### config.mk
export PLATFORM = sky130hd
export DESIGN_NAME = insertion_sorter_top
export DESIGN_NICKNAME = d
export VERILOG_FILES = /design/src/rtl/isrt_pkg.sv /design/src/rtl/isrt_store.sv /design/src/rtl/isrt_seq.sv /design/src/rtl/insertion_sorter_top.sv
export SDC_FILE = /design/constraint.sdc
export NUM_CORES = 2
export LEC_CHECK = 0
export BUFFER_PORTS_ARGS = -buffer_cell sky130_fd_sc_hd__buf_4
export CAP_MARGIN = 40
export CORE_MARGIN = 2
export CORE_UTILIZATION = 23
export DETAILED_ROUTE_END_ITERATION = 10
export SYNTH_ARGS = -nofsm -noshare
export SYNTH_HDL_FRONTEND = slang
export SYNTH_SLANG_ARGS = --single-unit
### constraint.sdc
create_clock -name clock -period 6.7 [get_ports clock]
set_clock_uncertainty 0.15 [all_clocks]
set_input_delay 1.005 -clock clock [delete_from_list [all_inputs] [get_ports clock]]
set_output_delay 1.005 -clock clock [all_outputs]
set_load 0.05 [all_outputs]
### src/rtl/isrt_pkg.sv
// ----------------------------------------------------------------------------
// isrt_pkg
// Shared constants and types for the insertion sorter.
// ----------------------------------------------------------------------------
package isrt_pkg;

   // default store capacity in keys
   localparam int MAX_LEN_DEF = 64;

   // key width
   localparam int KEY_W = 32;

   // result register control handed from sequencer to output stage
   typedef struct packed {
      logic load;
      logic last;
      logic ovf;
   } isrt_emit_type;

endpackage

### src/rtl/isrt_store.sv
// ----------------------------------------------------------------------------
// isrt_store
// Sorted key memory, one write port and one registered read port.
// ----------------------------------------------------------------------------
module isrt_store #(
   parameter int MAX_LEN = isrt_pkg::MAX_LEN_DEF
) (
   input  logic                       clock,
   input  logic                       wr_en,
   input  logic [$clog2(MAX_LEN)-1:0] wr_addr,
   input  logic [isrt_pkg::KEY_W-1:0] wr_data,
   input  logic [$clog2(MAX_LEN)-1:0] rd_addr,
   output logic [isrt_pkg::KEY_W-1:0] rd_data
);
   import isrt_pkg::*;

   logic [KEY_W-1:0] mem [MAX_LEN];

   // write port
   always_ff @(posedge clock) begin
      if (wr_en) begin
         mem[wr_addr] <= wr_data;
      end
   end

   // registered read port
   always_ff @(posedge clock) begin
      rd_data <= mem[rd_addr];
   end

endmodule

### src/rtl/isrt_seq.sv
// ----------------------------------------------------------------------------
// isrt_seq
// Insertion sequencer: walks the store from the top, one compare and one
// shift per cycle, then reads the batch out in order.
// ----------------------------------------------------------------------------
module isrt_seq #(
   parameter int MAX_LEN = isrt_pkg::MAX_LEN_DEF
) (
   input  logic                          clock,
   input  logic                          reset,
   // input word
   input  logic                          req_tvalid,
   output logic                          req_tready,
   input  logic [isrt_pkg::KEY_W-1:0]    req_tdata,
   input  logic                          req_tlast,
   // store access
   output logic                          wr_en,
   output logic [$clog2(MAX_LEN)-1:0]    wr_addr,
   output logic [isrt_pkg::KEY_W-1:0]    wr_data,
   output logic [$clog2(MAX_LEN)-1:0]    rd_addr,
   input  logic [isrt_pkg::KEY_W-1:0]    rd_data,
   // output stage
   output isrt_pkg::isrt_emit_type       emit,
   input  logic                          rsp_done
);
   import isrt_pkg::*;

   localparam int AW    = $clog2(MAX_LEN);
   localparam int CNT_W = $clog2(MAX_LEN + 1);

   localparam logic [2:0] S_IDLE      = 3'd0;
   localparam logic [2:0] S_SHIFT     = 3'd1;
   localparam logic [2:0] S_PLACE     = 3'd2;
   localparam logic [2:0] S_EMIT_RD   = 3'd3;
   localparam logic [2:0] S_EMIT_LD   = 3'd4;
   localparam logic [2:0] S_EMIT_WAIT = 3'd5;

   logic [2:0]       state_ff, state_in;
   logic [CNT_W-1:0] fill_ff, fill_in;
   logic             dropped_ff, dropped_in;
   logic [CNT_W-1:0] pos_ff, pos_in;
   logic [CNT_W-1:0] idx_ff, idx_in;
   logic [KEY_W-1:0] key_ff, key_in;
   logic             batch_end_ff, batch_end_in;

   logic [CNT_W-1:0] fill_m1;
   logic [CNT_W-1:0] pos_m1;
   logic [CNT_W-1:0] pos_m2;
   logic [CNT_W-1:0] idx_p1;
   logic             key_lt;
   logic             idx_is_last;

   assign fill_m1     = fill_ff - CNT_W'(1);
   assign pos_m1      = pos_ff - CNT_W'(1);
   assign pos_m2      = pos_ff - CNT_W'(2);
   assign idx_p1      = idx_ff + CNT_W'(1);
   assign idx_is_last = (idx_p1 == fill_ff);

   // compare unit: new key strictly below the stored key, both signed
   assign key_lt = ($signed(key_ff) < $signed(rd_data));

   // next state and store access
   always_comb begin
      state_in     = state_ff;
      fill_in      = fill_ff;
      dropped_in   = dropped_ff;
      pos_in       = pos_ff;
      idx_in       = idx_ff;
      key_in       = key_ff;
      batch_end_in = batch_end_ff;
      wr_en        = 1'b0;
      wr_addr      = pos_ff[AW-1:0];
      wr_data      = key_ff;
      rd_addr      = idx_ff[AW-1:0];
      emit         = '0;
      req_tready   = 1'b0;
      unique case (state_ff)
         S_IDLE: begin
            req_tready = 1'b1;
            // prefetch the top stored key
            rd_addr    = fill_m1[AW-1:0];
            if (req_tvalid) begin
               key_in       = req_tdata;
               batch_end_in = req_tlast;
               idx_in       = '0;
               if (fill_ff == CNT_W'(MAX_LEN)) begin
                  dropped_in = 1'b1;
                  state_in   = req_tlast ? S_EMIT_RD : S_IDLE;
               end else if (fill_ff == '0) begin
                  wr_en    = 1'b1;
                  wr_addr  = '0;
                  wr_data  = req_tdata;
                  fill_in  = fill_ff + CNT_W'(1);
                  state_in = req_tlast ? S_EMIT_RD : S_IDLE;
               end else begin
                  pos_in   = fill_ff;
                  state_in = S_SHIFT;
               end
            end
         end
         S_SHIFT: begin
            wr_en = 1'b1;
            if (key_lt) begin
               // move the larger key up one place and fetch the next one down
               wr_addr = pos_ff[AW-1:0];
               wr_data = rd_data;
               pos_in  = pos_m1;
               rd_addr = pos_m2[AW-1:0];
               if (pos_ff == CNT_W'(1)) begin
                  state_in = S_PLACE;
               end
            end else begin
               wr_addr  = pos_ff[AW-1:0];
               wr_data  = key_ff;
               fill_in  = fill_ff + CNT_W'(1);
               state_in = batch_end_ff ? S_EMIT_RD : S_IDLE;
            end
         end
         S_PLACE: begin
            // new key is the smallest so far
            wr_en    = 1'b1;
            wr_addr  = '0;
            wr_data  = key_ff;
            fill_in  = fill_ff + CNT_W'(1);
            state_in = batch_end_ff ? S_EMIT_RD : S_IDLE;
         end
         S_EMIT_RD: begin
            rd_addr  = idx_ff[AW-1:0];
            state_in = S_EMIT_LD;
         end
         S_EMIT_LD: begin
            emit.load = 1'b1;
            emit.last = idx_is_last;
            emit.ovf  = dropped_ff;
            state_in  = S_EMIT_WAIT;
         end
         S_EMIT_WAIT: begin
            if (rsp_done) begin
               if (idx_is_last) begin
                  fill_in    = '0;
                  dropped_in = 1'b0;
                  state_in   = S_IDLE;
               end else begin
                  idx_in   = idx_p1;
                  rd_addr  = idx_p1[AW-1:0];
                  state_in = S_EMIT_LD;
               end
            end
         end
         default: begin
            state_in = S_IDLE;
         end
      endcase
   end

   // control registers
   always_ff @(posedge clock) begin
      if (reset) begin
         state_ff   <= S_IDLE;
         fill_ff    <= '0;
         dropped_ff <= 1'b0;
      end else begin
         state_ff   <= state_in;
         fill_ff    <= fill_in;
         dropped_ff <= dropped_in;
      end
   end

   // working registers
   always_ff @(posedge clock) begin
      pos_ff       <= pos_in;
      idx_ff       <= idx_in;
      key_ff       <= key_in;
      batch_end_ff <= batch_end_in;
   end

   // fill count never passes capacity
   a_fill_bound: assert property (@(posedge clock) disable iff (reset)
      fill_ff <= CNT_W'(MAX_LEN))
      else $error("fill count above capacity");

   // shift pointer stays between 1 and the fill count, with the store not full
   a_pos_range: assert property (@(posedge clock) disable iff (reset)
      state_ff == S_SHIFT |-> (pos_ff != '0) && (pos_ff <= fill_ff) &&
                              (fill_ff < CNT_W'(MAX_LEN)))
      else $error("shift pointer out of range");

   // the final word of a batch empties the store
   a_batch_clear: assert property (@(posedge clock) disable iff (reset)
      (state_ff == S_EMIT_WAIT) && rsp_done && idx_is_last |=>
         (fill_ff == '0) && !dropped_ff && (state_ff == S_IDLE))
      else $error("store not emptied after batch");

endmodule

### src/rtl/insertion_sorter_top.sv
// ----------------------------------------------------------------------------
// insertion_sorter_top
// Stable ascending insertion sorter for signed 32-bit keys.
// ----------------------------------------------------------------------------
// Keys are inserted one at a time into a sorted memory of MAX_LEN entries;
// equal keys keep their arrival order. The memory moves each stored key
// that is larger than the new one up one place per cycle while the
// comparator checks the next one down; a key that arrives with the store
// full is dropped, and one that arrives into an empty store is written
// straight to the bottom entry. req_tready is high only between keys.
// A key with req_tlast set is inserted (or dropped when the store is full)
// and then the whole batch is streamed out smallest first, one word at a
// time, each after the previous one is taken, with rsp_tlast on the final
// word and rsp_tuser set on every word when keys were dropped for capacity.
// The store then empties; no clearing pass is needed after reset.
module insertion_sorter_top #(
   parameter int MAX_LEN = isrt_pkg::MAX_LEN_DEF
) (
   input  logic                       clock,
   input  logic                       reset,
   // input words
   input  logic                       req_tvalid,
   output logic                       req_tready,
   input  logic [isrt_pkg::KEY_W-1:0] req_tdata,   // [31:0] key
   input  logic                       req_tlast,   // last_in
   // result words
   output logic                       rsp_tvalid,
   input  logic                       rsp_tready,
   output logic [isrt_pkg::KEY_W-1:0] rsp_tdata,   // [31:0] sorted_key
   output logic                       rsp_tlast,   // last_out
   output logic [0:0]                 rsp_tuser    // [0] overflow
);
   import isrt_pkg::*;

   localparam int AW = $clog2(MAX_LEN);

   logic             wr_en;
   logic [AW-1:0]    wr_addr;
   logic [KEY_W-1:0] wr_data;
   logic [AW-1:0]    rd_addr;
   logic [KEY_W-1:0] rd_data;
   isrt_emit_type    emit;
   logic             rsp_done;

   logic             rsp_valid_ff, rsp_valid_in;
   logic [KEY_W-1:0] rsp_data_ff;
   logic             rsp_last_ff;
   logic             rsp_ovf_ff;

   // sorted key memory
   isrt_store #(
      .MAX_LEN (MAX_LEN)
   ) u_store (
      .clock   (clock),
      .wr_en   (wr_en),
      .wr_addr (wr_addr),
      .wr_data (wr_data),
      .rd_addr (rd_addr),
      .rd_data (rd_data)
   );

   // insertion and read-out sequencer
   isrt_seq #(
      .MAX_LEN (MAX_LEN)
   ) u_seq (
      .clock      (clock),
      .reset      (reset),
      .req_tvalid (req_tvalid),
      .req_tready (req_tready),
      .req_tdata  (req_tdata),
      .req_tlast  (req_tlast),
      .wr_en      (wr_en),
      .wr_addr    (wr_addr),
      .wr_data    (wr_data),
      .rd_addr    (rd_addr),
      .rd_data    (rd_data),
      .emit       (emit),
      .rsp_done   (rsp_done)
   );

   // output word register
   assign rsp_done = rsp_valid_ff & rsp_tready;

   always_comb begin
      rsp_valid_in = rsp_valid_ff;
      if (emit.load) begin
         rsp_valid_in = 1'b1;
      end else if (rsp_done) begin
         rsp_valid_in = 1'b0;
      end
   end

   always_ff @(posedge clock) begin
      if (reset) begin
         rsp_valid_ff <= 1'b0;
      end else begin
         rsp_valid_ff <= rsp_valid_in;
      end
   end

   always_ff @(posedge clock) begin
      if (emit.load) begin
         rsp_data_ff <= rd_data;
         rsp_last_ff <= emit.last;
         rsp_ovf_ff  <= emit.ovf;
      end
   end

   assign rsp_tvalid   = rsp_valid_ff;
   assign rsp_tdata    = rsp_data_ff;
   assign rsp_tlast    = rsp_last_ff;
   assign rsp_tuser[0] = rsp_ovf_ff;

endmodule

Yosys cells after proc, flatten, opt, wreduce, memory -nomap -nowiden:

Memories as Yosys holds them, arrays and structs flattened. A register that Yosys moved wholly into a read port is not among the register bits.
Cells that the tools add are included.

* add/sub/neg operators: 5
* mux-type cells: 54
* eq/ne operators: 19
* bitwise gates (word level): 1
* order comparisons: 1
* reduce and logical (&&, ||, !) cells: 13

Operators with widths (number)
* two-way mux 32 bit: 4
* two-way mux 7 bit: 13
* one-hot mux 32 bit (2 select lines): 1
* two-way mux 6 bit: 6
* < comparator 32 bit: 1
* one-hot mux 7 bit (2 select lines): 2
* one-hot mux 7 bit (4 select lines): 1
* two-way mux 3 bit: 8
* one-hot mux 3 bit (6 select lines): 1
* one-hot mux 6 bit (3 select lines): 1
* adder 7 x 1 -> 7 bit (second input constant): 2
* two-way mux 1 bit: 12
* inequality test 2 bit (second input constant): 6
* one-hot mux 6 bit (2 select lines): 1
* AND reduction 5 bit: 2
* inequality test 2 x 1 -> 1 bit (second input constant): 4
* == test 7 x 1 -> 1 bit (second input constant): 1
* == test 7 bit: 1
* == test 7 bit (second input constant): 1
* logical NOT 7 bit: 1
* AND reduction 7 bit: 1
* subtractor 7 x 1 -> 7 bit (second input constant): 1
* == test 3 x 2 -> 1 bit (second input constant): 2
* == test 3 bit (second input constant): 2
* other kinds (14): 18

* register bits after elaboration: 93
* memories kept: 1
* output and inout bits: 36
* bits of input ports: 37
* word-level logic and storage cells: 105
* bits in writable memories: 2048

Memories
* u_store.mem: words 64, width 32, read ports 1, clocked after memory_dff 1, write ports 1, RTL line isrt_store.sv:17 `logic [KEY_W-1:0] mem [MAX_LEN];`

Depth between registers and ports, before layout:

* depth in word-level cells: 7
* mapped depth: 20

Cells and area by module:

Synthesis repeated with hierarchy kept, for this count alone.

* cells, all modules: 3863
* area, all modules: 84088.1 µm²

By module, submodules not included
* isrt_store: cells an instance 3324, area each 78515.3 µm², times used 1, seq. area each 62139.6 µm²
* isrt_seq: cells an instance 500, area each 4505.6 µm², times used 1, seq. area each 1631.6 µm²
* insertion_sorter_top: cells an instance 39, area each 1067.3 µm², times used 1, seq. area each 1041.0 µm²

Worst setup path after synthesis:

Ideal clock, no wire load.

* kind: register to register
* start: register u_seq.key_ff[5]
* end: memory u_store.mem[0][0] (data pin)
* path slack: 1.829 ns
* data arrival time: 4.173 ns
* setup time: 0.548 ns
* required time: 6.002 ns
* cell stages (with the launch flop): 11
* buffers on the path: 2
* cells stage by stage: edfxtp_1 > ha_1 > a21oi_1 > o21ai_1 > a221o_1 > o211a_2 > o21ai_2 > clkbuf_1 > clkbuf_1 > o21ai_0 > a21oi_1

* word-level cells in the longest chain between the ends: 3

RTL lines
* start, declared: RTL line isrt_seq.sv:43 `logic [KEY_W-1:0] key_ff, key_in;`
* start signal, assigned: RTL line isrt_seq.sv:173 `key_ff <= key_in;`
* < comparator 32 bit: RTL line isrt_seq.sv:60 `assign key_lt = ($signed(key_ff) < $signed(rd_data));`
* two-way mux 32 bit: RTL line isrt_seq.sv:103 `if (key_lt) begin`
* one-hot mux 32 bit (2 select lines): RTL line isrt_seq.sv:77 `unique case (state_ff)`
* via u_seq.wr_data, one bit: RTL line isrt_seq.sv:19 `output logic [isrt_pkg::KEY_W-1:0] wr_data,`
* end, declared: RTL line isrt_store.sv:17

The timed path passes the listed nets, and every way through them passes these cells.

Worst setup path in the final report:

* start: register u_store.rd_data[11] (netlist name), read port of u_store.mem
* end: register u_store.rd_data[23] (netlist name), read port of u_store.mem

* word-level cells in the longest chain between the ends: 3

RTL lines
* start, declared: RTL line isrt_store.sv:13 `output logic [isrt_pkg::KEY_W-1:0] rd_data`
* < comparator 32 bit: RTL line isrt_seq.sv:60
* two-way mux 6 bit: RTL line isrt_seq.sv:103
* one-hot mux 6 bit (3 select lines): RTL line isrt_seq.sv:77

No other way between the ends.
A chain may end at the register's enable or synchronous reset.

==> key figures <==
Cells and area
  • Post-layout util: ~28%
  • Fin area: 102000 sq um
  • Layout area overhead: 19.0%
  • Total Nets Final: 5684
  • Share of cells above drive strength 1: between 15 and 20%

Timing
  • Setup TNS: 0 ns
  • RSZ-0062 raised after global routing: no
  • Max transition margin: between 10% and 20%
  • Fin crit period: 6.48 ns
  • Worst-Margin Slew: between 1 and 1.5 ns
  • Fin. max-slew vios: 0
  • Fin. Hold Viols: 0
  • Setup violations, final: 0
  • Fmax: ~0.15 GHz
  • Tcrit/Tclk final: a little under 100%
  • Final WS setup: between 0.2 and 0.25 ns

Synth
  • Syn Area/Cell: 16.2 sq um
  • Flops & latches, synth: around 2200
  • Async set-reset flop share out of synthesis: 0%
  • Top cells by count, synth: edfxtp_1 (2129), nand2_1 (924), mux2i_1 (291)
  • Synth area leader: edfxtp_1
  • Ys Warns: 0
  • Post-synth EDFFs: ~2100
  • Net count after synthesis: 5355
  • Gate Count Post-Synth: approximately 5300
  • Post-Syn Area: roughly 85000 sq um
  • Top-count cell post-synth: edfxtp_1
  • Top cell type's share of synthesized area: between 70% and 80%
  • Synth cell types: between 70 and 80
  • Top_reg_cell synth: edfxtp_1
  • Top post-synthesis cells by area: edfxtp_1 (75%), nand2_1 (4.1%), mux4_2 (4.0%)
  • Seq/Total Area, Yosys: between 70% and 80%

Critical path
  • CP Capture Type: register
  • Crit Path Class: register to register
  • CP Cell Sequence: inv_1 > ha_1 > nand4_1 > nor2_1 > a221o_1 > o211a_2 > o21a_1 > o211ai_1 > nand2_8 > buf_4 > buf_4 > nand2_1 > a21oi_1 > or4_1 > a221oi_1 > nor4_1 > buf_2
  • CP max FO: 29
  • Critical-path top delay cell: a221oi_1
  • Cell mode on critical path: buf_4
  • Startpoint types: register
  • WP data required: 7.28 ns
  • CP Data Arrival Time: 7.06 ns
  • Worst path max stage delay: just under 0.9 ns

Placement
  • # port buffers: between 70 and 80
  • Routability Congestion: 0.929
  • DP Wirelength: 168000 um
  • Area post-placement: 94900 sq um
  • Pre-CTS setup slack: 0.355 ns

Global route
  • First-pass GRT wire length: between 300000 and 400000 um
  • Total global routing overflow: 0
  • GRT Total Usage: around 14%
  • Initial antenna violation count: 18
  • Largest net degree at the start of global routing: 73
  • Vias in the first global route: 49700

Drt
  • Uppermost layer routed: met5
  • DRC violations left: 0
  • Via density: roughly 4.8
  • Wire per inst: roughly 25 um
  • Met2 WL post-DR: between 100000 and 150000 um
  • Metal-1 WL: about 100000 um
  • Routed wire length on met3: approximately 30000 um
  • DR vias: between 50000 and 60000
  • Antenna Nets Post-Route: 0
  • Pre-antenna DRT Iters: 6
  • 1st-iter DRT viols: between 7000 and 8000
  • Final wirelength: between 200000 and 300000 um

Floorplanning
  • Site Rows: roughly 220
  • Die Wd: ~610 um
  • DIE AREA: around 380000 sq um
  • Starting Density: 23.1%
  • Die span in y: slightly above 600 um
  • Core outline area: about 370000 sq um
  • Io pins: 73

CTS
  • Later-pin clock latency in the skew report: just under 0.9 ns
  • Clk slew on worst S/H paths: ~0.060 ns
  • Clk root buf: clkbuf_16
  • Post-CTS setup repair buffer count: 0
  • # resized after CTS: 0
  • CTS Sinks: ~2200
  • CTS tree: done
  • Max Root-Sink Buffers: 3
  • H-tree levels: 4
  • CTS Buf Count: around 220
  • CTS Hold Buffers Added: 0

Min path
  • Min-delay worst type: input pin to register

Job
  • Max_cap viols: 0

Status
  • Run status: finished clean
-- worst max-delay path: cells and delay by family, from the launching register on --
| kind | cells | cell delay, ns |
|---|---|---|
| AOI/OAI and AO/OA | 6 | 2.54 |
| and+or+nand+nor | 6 | 1.51 |
| adders and majority gates | 1 | 0.35 |
| buffers and inverters | 4 | 1.04 |
| DFF | 1 | 0.68 |
-- placed cells by master (no fill, tap or decap), types with 56 or more instances in the layout --
cell type / n
edfxtp_1: 2129
nand2_1: 924
buf_4: 353
mux2i_1: 291
clkbuf_16: 218
nand3_1: 167
mux4_2: 151
a21oi_1: 148
o22ai_1: 89
a31oi_1: 73
and3_1: 72
nor2_4: 71
a32oi_1: 68
nor2_1: 65
clkbuf_1: 56
-- registers in the layout, summed over array words and instances, names as in the netlist --
name                flops
rsp_tdata              32
rsp_tlast               1
rsp_tuser               1
rsp_tvalid              1
u_seq.batch_end_ff      1
u_seq.dropped_ff        1
u_seq.fill_ff           7
u_seq.idx_ff            7
u_seq.key_ff           32
u_seq.pos_ff            7
u_seq.state_ff          3
u_store.mem          2048
u_store.rd_data        32
-- path summary, 6_finish.rpt --
kind | start | endpoint | slack (ns) | depth (start not counted)
min | req_tdata[20] | u_seq.key_ff[20] | 0.19 | 1
max reg2reg | u_store.rd_data[11] | u_store.rd_data[23] | 0.22 | 17
max | u_store.rd_data[11] | u_store.rd_data[23] | 0.22 | 17
min reg2reg | u_store.rd_data[12] | rsp_tdata[12] | 0.29 | 0
-- final cells by class --
class | count | area (sq um)
fill | 36900 | 268000
inverter | 69 | 259
clock buffer | 279 | 5730
timing repair buffer | 433 | 4100
sequential | 2173 | 64800
tap | 4950 | 6190
multi-input combinational | 2717 | 19500
antenna | 3 | 7.51
clock inverter | 121 | 1080
-- through the flow --
| step | hold slack, ns | cells |
|---|---|---|
| 2_1_floorplan | 0.258 | 5280 |
| 3_3_place_gp | 0.272 | 10300 |
| 3_5_place_dp | 0.273 | 10300 |
| 4_1_cts | 0.144 | 10700 |
| 5_1_grt | 0.164 | 10700 |
| 6_report | 0.191 | 10700 |
-- metal layers --
| layer | global-route usage (%) | up-vias |
|---|---|---|
| li1 | - | 21400 |
| met1 | 18.1 | 26800 |
| met2 | 22.2 | 3158 |
| met3 | 3.19 | 547 |
| met4 | 6.29 | 6 |
| met5 | 0 | - |
-- logic make-up (layout without fill, tap and decap cells) --
| family | count (synthesis) | after routing | share of synthesized area (%) |
|---|---|---|---|
| flops | 2173 | 2173 | 75.8 |
| simple gates | 1536 | 1536 | 7.95 |
| compound gates | 669 | 669 | 5.59 |
| mux | 443 | 443 | 7.40 |
| buf+inv | 390 | 902 | 2.26 |
| fa+ha+maj | 38 | 38 | 0.556 |
| xor+xnor | 31 | 31 | 0.433 |
| other cells | 0 | 3 | 0 |
Power is not shown: default switching activity piles up to over one toggle a cycle in this logic, so the estimate is an artifact.
